## config.mk

```make
export PLATFORM = sky130hd
export DESIGN_NAME = slr_engine
export DESIGN_NICKNAME = d
export VERILOG_FILES = /design/src/slr_pkg.sv /design/src/slr_engine.sv
export SDC_FILE = /design/constraint.sdc
export NUM_CORES = 1
export LEC_CHECK = 0
export BUFFER_PORTS_ARGS = -buffer_cell sky130_fd_sc_hd__buf_2
export CAP_MARGIN = 20
export CELL_PAD_IN_SITES_DETAIL_PLACEMENT = 0
export CELL_PAD_IN_SITES_GLOBAL_PLACEMENT = 2
export CORE_ASPECT_RATIO = 0.5
export CORE_UTILIZATION = 34
export CTS_CLUSTER_SIZE = 10
export DETAILED_ROUTE_END_ITERATION = 12
export PLACE_DENSITY = 0.84
export REMOVE_ABC_BUFFERS = 1
export SYNTH_ARGS = -nofsm -noshare
export SYNTH_HDL_FRONTEND = slang
export SYNTH_SLANG_ARGS = --single-unit
export TNS_END_PERCENT = 30
```

## constraint.sdc

```tcl
create_clock -name clk -period 11.4 [get_ports clk]
set_input_delay 2.28 -clock clk [delete_from_list [all_inputs] [get_ports clk]]
set_output_delay 2.28 -clock clk [all_outputs]
set_load 0.05 [all_outputs]
```

## src/slr_pkg.sv

```systemverilog
// Shared types and constants for the sorted site table.
// No dependencies; used by every other file of the block.
`default_nettype none
package slr_pkg;

  localparam int CHR_W   = 8;
  localparam int POS_W   = 32;
  localparam int OUT_W   = 11;
  localparam int CHR_LIM_W = 16;

  typedef enum logic [1:0] {
    CMD_CLEAR  = 2'd0,
    CMD_INSERT = 2'd1,
    CMD_QUERY  = 2'd2,
    CMD_NOP    = 2'd3
  } cmd_t;

  typedef struct packed {
    logic [CHR_W-1:0] chr;
    logic [POS_W-1:0] pos;
  } site_t;

  // strict: site < key, otherwise site <= key
  function automatic logic site_before(site_t site, site_t key, logic strict);
    logic res;
    if (site.chr != key.chr) begin
      res = site.chr < key.chr;
    end else if (strict) begin
      res = site.pos < key.pos;
    end else begin
      res = site.pos <= key.pos;
    end
    return res;
  endfunction

endpackage
`default_nettype wire

```

## src/slr_engine.sv

```systemverilog
// Command sequencer: binary search, insert shift and range count over the table.
// Depends on slr_pkg; drives the ports of slr_ram.
`default_nettype none
module slr_engine #(
  parameter int TABLE_DEPTH      = 1024,
  parameter int CHROMOSOME_LIMIT = 255,
  parameter int AW               = 10,
  parameter int IW               = 11
) (
  input  wire logic                      clk,
  input  wire logic                      rst_n,
  input  wire logic                      start,
  output logic                           busy,
  input  wire logic [1:0]                in_command,
  input  wire logic [slr_pkg::CHR_W-1:0] in_chromosome,
  input  wire logic [slr_pkg::POS_W-1:0] in_position,
  input  wire logic [slr_pkg::POS_W-1:0] in_range_end,
  output logic                           out_valid,
  output logic [slr_pkg::OUT_W-1:0]      out_first_index,
  output logic [slr_pkg::OUT_W-1:0]      out_match_count,
  output logic                           out_status,
  output logic                           mem_we,
  output logic [AW-1:0]                  mem_waddr,
  output slr_pkg::site_t                 mem_wdata,
  output logic [AW-1:0]                  mem_raddr,
  input  wire slr_pkg::site_t            mem_rdata
);

  localparam logic [IW-1:0] FULL = IW'(TABLE_DEPTH);
  localparam logic [slr_pkg::CHR_LIM_W-1:0] CHR_LIMIT =
    slr_pkg::CHR_LIM_W'(CHROMOSOME_LIMIT);

  typedef enum logic [2:0] {
    ST_IDLE, ST_LOOK, ST_SRCH, ST_SHIFT_RD, ST_SHIFT, ST_WRITE, ST_DONE
  } state_t;

  state_t                      state_r, state_nxt;
  slr_pkg::cmd_t               cmd_r, cmd_nxt;
  slr_pkg::site_t              key_r, key_nxt;
  logic [slr_pkg::POS_W-1:0]   end_r, end_nxt;
  logic                        phase_r, phase_nxt;
  logic [IW-1:0]               lo_r, lo_nxt, hi_r, hi_nxt, mid_r, mid_nxt;
  logic [IW-1:0]               first_r, first_nxt, mcnt_r, mcnt_nxt;
  logic [IW-1:0]               cnt_r, cnt_nxt;
  logic                        status_r, status_nxt;
  logic [AW-1:0]               at_r, at_nxt, p_r, p_nxt;

  logic          go;
  logic [IW-1:0] l_mid, s_lo, s_hi, s_mid, idx;
  logic          srch_done;

  assign go    = slr_pkg::site_before(mem_rdata, key_r, cmd_r == slr_pkg::CMD_QUERY);
  assign l_mid = lo_r + ((hi_r - lo_r) >> 1);
  assign s_lo  = go ? mid_r + IW'(1) : lo_r;
  assign s_hi  = go ? hi_r : mid_r;
  assign s_mid = s_lo + ((s_hi - s_lo) >> 1);

  always_comb begin
    state_nxt  = state_r;
    cmd_nxt    = cmd_r;
    key_nxt    = key_r;
    end_nxt    = end_r;
    phase_nxt  = phase_r;
    lo_nxt     = lo_r;
    hi_nxt     = hi_r;
    mid_nxt    = mid_r;
    first_nxt  = first_r;
    mcnt_nxt   = mcnt_r;
    cnt_nxt    = cnt_r;
    status_nxt = status_r;
    at_nxt     = at_r;
    p_nxt      = p_r;
    mem_we     = 1'b0;
    mem_waddr  = '0;
    mem_wdata  = mem_rdata;
    mem_raddr  = '0;
    srch_done  = 1'b0;
    idx        = lo_r;

    unique case (state_r)
      ST_IDLE: begin
        if (start) begin
          cmd_nxt     = slr_pkg::cmd_t'(in_command);
          key_nxt.chr = in_chromosome;
          key_nxt.pos = in_position;
          end_nxt     = in_range_end;
          phase_nxt   = 1'b0;
          lo_nxt      = '0;
          hi_nxt      = cnt_r;
          first_nxt   = '0;
          mcnt_nxt    = '0;
          status_nxt  = 1'b0;
          state_nxt   = ST_DONE;
          unique case (slr_pkg::cmd_t'(in_command))
            slr_pkg::CMD_CLEAR: cnt_nxt = '0;
            slr_pkg::CMD_INSERT: begin
              if (cnt_r == FULL) begin
                status_nxt = 1'b1;
              end else if ({{(slr_pkg::CHR_LIM_W-slr_pkg::CHR_W){1'b0}}, in_chromosome}
                           <= CHR_LIMIT) begin
                state_nxt = ST_LOOK;
              end
            end
            slr_pkg::CMD_QUERY: state_nxt = ST_LOOK;
            slr_pkg::CMD_NOP: state_nxt = ST_DONE;
          endcase
        end
      end
      ST_LOOK: begin
        if (lo_r < hi_r) begin
          mem_raddr = l_mid[AW-1:0];
          mid_nxt   = l_mid;
          state_nxt = ST_SRCH;
        end else begin
          srch_done = 1'b1;
          idx       = lo_r;
        end
      end
      ST_SRCH: begin
        lo_nxt = s_lo;
        hi_nxt = s_hi;
        if (s_lo < s_hi) begin
          mem_raddr = s_mid[AW-1:0];
          mid_nxt   = s_mid;
        end else begin
          srch_done = 1'b1;
          idx       = s_lo;
        end
      end
      ST_SHIFT_RD: begin
        mem_raddr = p_r;
        state_nxt = ST_SHIFT;
      end
      ST_SHIFT: begin
        mem_we    = 1'b1;
        mem_waddr = p_r + AW'(1);
        mem_wdata = mem_rdata;
        if (p_r == at_r) begin
          state_nxt = ST_WRITE;
        end else begin
          p_nxt     = p_r - AW'(1);
          mem_raddr = p_r - AW'(1);
        end
      end
      ST_WRITE: begin
        mem_we    = 1'b1;
        mem_waddr = at_r;
        mem_wdata = key_r;
        cnt_nxt   = cnt_r + IW'(1);
        state_nxt = ST_DONE;
      end
      ST_DONE: state_nxt = ST_IDLE;
      default: state_nxt = ST_IDLE;
    endcase

    if (srch_done) begin
      if (cmd_r == slr_pkg::CMD_INSERT) begin
        at_nxt = idx[AW-1:0];
        if (idx < cnt_r) begin
          p_nxt     = AW'(cnt_r - IW'(1));
          state_nxt = ST_SHIFT_RD;
        end else begin
          state_nxt = ST_WRITE;
        end
      end else if (!phase_r) begin
        first_nxt = idx;
        if (end_r > key_r.pos) begin
          key_nxt.pos = end_r;
          lo_nxt      = idx;
          hi_nxt      = cnt_r;
          phase_nxt   = 1'b1;
          state_nxt   = ST_LOOK;
        end else begin
          state_nxt = ST_DONE;
        end
      end else begin
        mcnt_nxt  = idx - first_r;
        state_nxt = ST_DONE;
      end
    end
  end

  always_ff @(posedge clk) begin
    if (!rst_n) begin
      state_r <= ST_IDLE;
      cnt_r   <= '0;
    end else begin
      state_r <= state_nxt;
      cnt_r   <= cnt_nxt;
    end
    cmd_r    <= cmd_nxt;
    key_r    <= key_nxt;
    end_r    <= end_nxt;
    phase_r  <= phase_nxt;
    lo_r     <= lo_nxt;
    hi_r     <= hi_nxt;
    mid_r    <= mid_nxt;
    first_r  <= first_nxt;
    mcnt_r   <= mcnt_nxt;
    status_r <= status_nxt;
    at_r     <= at_nxt;
    p_r      <= p_nxt;
  end

  assign busy            = state_r != ST_IDLE;
  assign out_valid       = state_r == ST_DONE;
  assign out_first_index = slr_pkg::OUT_W'(first_r);
  assign out_match_count = slr_pkg::OUT_W'(mcnt_r);
  assign out_status      = status_r;

endmodule
`default_nettype wire

```

==> Word level (Yosys, flattened, before mapping) <==
Index checks and enable logic that the tools add are counted.
{ "word_totals": {"output_inout_bits": 86, "register_bits": 165, "input_bits": 117, "word_cells": 137} }
{ "op_classes": {"mux": 73, "magnitude_cmp": 7, "addsub": 10, "reduce_logical": 11, "eq_ne": 21} }
{ "op_table": {"columns": ["cell", "n"], "rows": [
  ["2-to-1 mux 11 bit", 28],
  ["2-to-1 mux 32 bit", 6],
  ["case mux 11 bit (2 select lines)", 4],
  ["2-to-1 mux 10 bit", 8],
  ["2-to-1 mux 40 bit", 1],
  ["case mux 10 bit (4 select lines)", 1],
  ["less-than comparator 11 bit", 3],
  ["subtractor 11 bit", 3],
  ["greater-than comparator 32 bit", 1],
  ["<= comparator 32 bit", 1],
  ["less-than comparator 32 bit", 1],
  ["2-to-1 mux 3 bit", 9],
  ["adder 11 x 1 -> 11 bit (second input constant)", 2],
  ["adder 11 x 10 -> 11 bit", 2],
  ["case mux 10 bit (2 select lines)", 1],
  ["subtractor 10 x 1 -> 10 bit (second input constant)", 2],
  ["case mux 3 bit (6 select lines)", 1],
  ["2-to-1 mux 1 bit", 12],
  ["equality test 11 bit (second input constant)", 1],
  ["adder 10 x 1 -> 10 bit (second input constant)", 1],
  ["equality test 10 bit", 1],
  ["equality test 3 bit (second input constant)", 3],
  ["!= test 3 bit (second input constant)", 3],
  ["less-than comparator 8 bit", 1],
  ["other kinds (17)", 26]
]} }

==> Depth between registers and ports, before layout <==
{ "depth": {"word_depth": 11, "depth_mapped": 37, "mapped_depth_nobuf": 32} }

==> Worst setup path before layout <==
Ideal clock, no wire load.
{ "synth_timing": {"kind": "input to output", "start": "input port mem_rdata[14] (netlist bit)", "end": "output port mem_raddr[8]", "slack_ns": 1.159, "cell_stages": 25, "arrival_time_ns": 7.961, "n_path_buf": 2, "required_time_ns": 9.120, "cell_sequence": "ha_1 nand4_1 or4_4 a21oi_2 o31a_4 o21a_1 buf_2 buf_1 mux2_2 ha_1 a21oi_1 o21bai_1 or2_2 maj3_1 o211ai_1 and2_0 o21ai_0 xor2_1 ha_1 inv_1 o21bai_1 a21oi_1 xnor2_1 nand2_1 o221ai_1"} }
{ "synth_between": {"elab_chain_cells": 8, "word_cells_on_any_way": 11, "classes_between": "add/sub: 2; order compare: 3; mux: 6"} }
{ "synth_rtl": {"columns": ["item", "line", "source"], "rows": [
  ["from (decl)", "slr_engine.sv:26", "input wire slr_pkg::site_t mem_rdata"],
  ["<= comparator 32 bit or less-than comparator 32 bit (tied branches)", "slr_pkg.sv:31, slr_pkg.sv:29", null],
  ["2-to-1 mux 1 bit *", "slr_pkg.sv:28", "end else if (strict) begin"],
  ["2-to-1 mux 1 bit *", "slr_pkg.sv:26", "if (site.chr != key.chr) begin"],
  ["2-to-1 mux 11 bit, on equally long branches", "slr_engine.sv:55, slr_engine.sv:54", null],
  ["subtractor 11 bit", "slr_engine.sv:56", "assign s_mid = s_lo + ((s_hi - s_lo) >> 1);"],
  ["adder 11 x 10 -> 11 bit", "slr_engine.sv:56", null],
  ["2-to-1 mux 10 bit *", "slr_engine.sv:122", "if (s_lo < s_hi) begin"],
  ["case mux 10 bit (4 select lines) *", "slr_engine.sv:80", "unique case (state_r)"],
  ["to (decl)", "slr_engine.sv:25", "output logic [AW-1:0] mem_raddr,"]
]} }
Every way passes the cells marked *; elsewhere a longest branch is shown, timed or not.

==> Worst setup path in the final report <==
{ "layout_timing": {"start": "input port mem_rdata[26] (netlist bit)", "end": "output port mem_raddr[9]"} }
The elaborated chain is that of the path after synthesis.

==> out/qor.yml <==
cts_tree: "built"
drv_slew: 0
setup.worst_path.start_class: "input pin"
status: "finished, final reports clean"
hold_class: "register to register"
crit_type: "input pin to primary output"
dp_hpwl_um: 31380
post_drt_wl_per_cell_um: 18.34
via_per_inst: 5.157
synth_area_per_cell_sq_um: 8.327
nFillCells: 3597
rsz0062_at_grt: "false"
synth_edf_count: 64
slew_headroom: 0.3682
ant_nets: 0
drtIter0Drc: 796
post-place-cells: 2108
synthTopCellsByCount: "a21oi_1, nor2_1, ha_1, inv_1, nand2_1"
grt_pass1_vias: 10439
hold_violations: 0
fin_nets: 1918
syn_area_sq_mm: 0.01235
max_cap_viol_count: 0
initial_utilization: 0.3515
placed_area_sq_mm: 0.01378
crit_path_end_kind: "primary output"
r2r-end: "out_match_count[9]"
first_pass_iters: 6
reg2reg_depth: 33
gr-usage-all-layers: 0.2130
cts_sinks: 165
arrival_ns: 8.52
boundaryPins: 203
cts_buffer_depth: 2
ys_warn_count: 0
synth_top_area_share: 0.1637
wl_um: 39390
overflow: 0
antenna_found_initial: 5
synth_flop_cell: "dfxtp_1"
dieHeight_um: 136.8
grt_max_degree: 82
path_max_fanout: 16
die_w_um: 271.5
yosys.area_share.simple: 0.1646
gp_congestion: 0.8935
yosysMostFrequentCell: "a21oi_1"
syn_inst: 1483
cts-buffers-inserted: 17
core_sq_mm: 0.03513
fmax_mhz: 92.63
setup_viol: 0
synth_xor_area_frac: 0.06454
fin_area_sq_mm: 0.01443
r2r_start: "key_r[26]"
grt_first_pass_wirelength_um: 60170
synth_compound_area_frac: 0.1994
tns_ns: 0
yosys.area_share.adder: 0.1536
ys_ff_latch: 165
clkLatencyLatePin_ns: 0.45
num_rows: 48
die_area_sq_mm: 0.03713
syn_to_final_growth_pct: 16.82
required_ns: 9.12
multiInputGateArea_sq_mm: 0.007637
synth.area.mux_share: 0.03495
synthArstFlopShare: 0
endpoint: "mem_raddr[9]"
synthTopCellsByArea: "dfxtp_1, edfxtp_1, ha_1, a21oi_1, nor2_1"
drive_gt1_frac: 0.1746
ff2ff_setup_slack_ns: 3.21
worst_pin_slew_ns: 0.9442
vias: 11077
seqCellArea_sq_mm: 0.003944
path_clk_slew_ns: 0.07
fin_util: 0.4106
ctsHoldBuffers: 0
period_share: 0.9470
timing.final.crit_period_ns: 10.80
portBuffers: 202
yosys.area.top_type: "dfxtp_1"
fin_cells: 2148
yosysSeqAreaShare: 0.3194
fin_skew_ns: 0.01626
cts_root_buffer: "clkbuf_16"
drc: 0
htree_levels: 4
synthDistinctLibCells: 77
critical_path.startpoint: "mem_rdata[26]"
synth_top_family_by_area: "compound AO/OA/AOI/OAI gates"
-- registers in the layout, summed over array words and instances (netlist names), 11 cells and up --
name and cells:
hi_r 11, cnt_r 11, lo_r 11, out_match_count 11
out_first_index 11, key_r 40, mid_r 11, end_r 32
-- cell families after synthesis --
family / after synthesis
muxes: 40
AOI/OAI and AO/OA: 406
xor gates and xnor gates: 91
buffers and inverters: 195
and+or+nand+nor: 437
DFF: 165
adders and majority gates: 149
-- how the worst min path moves through the flow --
stage / from / to / slack, ns / cells after the start
final: out_match_count[3] / out_match_count[3] / 0.46 / 2
after global routing: out_match_count[9] / out_match_count[9] / 0.50 / 2
after CTS: out_match_count[3] / out_match_count[3] / 0.47 / 2
after detailed placement: out_match_count[3] / out_match_count[3] / 0.46 / 2
after global placement: out_match_count[7] / out_match_count[7] / 0.45 / 2
after floorplan: phase_r / phase_r / 0.45 / 2
-- metal layers --
metal	GRT usage	part of all wire
met5	0	0
met4	0.08365	0.022
met3	0.03842	0.045
met2	0.3418	0.46
met1	0.2849	0.47
-- area by class of cell --
| type | count | area share |
|---|---|---|
| clock buffers | 18 | 0.02975 |
| inverters | 128 | 0.03348 |
| diodes | 6 | 0.001041 |
| repair buffers | 219 | 0.07901 |
| multi-input cells | 1123 | 0.5294 |
| clock inverters | 14 | 0.01275 |
| well taps | 475 | 0.04120 |
| flip-flops and latches | 165 | 0.2734 |
-- cells in the final DEF, fill, tap and decap left out, types with 64 or more instances in the layout --
cell type,instances
buf_2,203
a21oi_1,155
nor2_1,152
ha_1,142
inv_1,127
nand2_1,119
o21ai_0,112
dfxtp_1,101
xnor2_1,64
edfxtp_1,64
-- critical path: stages --
cell and delay, ns:
buf_2 0.11, ha_1 0.29, and3_1 0.23, a221oi_1 0.39, a21oi_1 0.20, or2_1 0.32
o21a_2 0.34, buf_4 0.20, a21oi_1 0.30, inv_1 0.12, ha_1 0.21, nand2b_1 0.15
a21oi_1 0.26, o311ai_0 0.24, a211o_1 0.31, o22a_1 0.21, and2_0 0.25, o21ai_1 0.27
xor2_1 0.20, ha_1 0.30, a21oi_1 0.14, o21ai_0 0.14, a21o_1 0.20, a21oi_1 0.17
xnor2_1 0.17, a21oi_1 0.10, o21ai_0 0.10, buf_2 0.29
-- stage by stage --
step                worst slack, ns  hold WS (ns)
floorplan                    0.7009        0.4486
global placement             0.6026        0.4493
detailed placement           0.4303        0.4563
CTS                          0.3899        0.4664
global route                0.09851        0.4964
finish                       0.6047        0.4643
-- what timing repair did --
action	in CTS	in global routing
endpoints found under the setup margin	0	1
hold endpoints to repair	0	0
buffers inserted	0	0
resized for setup	0	2
Power is not shown: default switching activity piles up to over one toggle a cycle in this logic, so the estimate is an artifact.
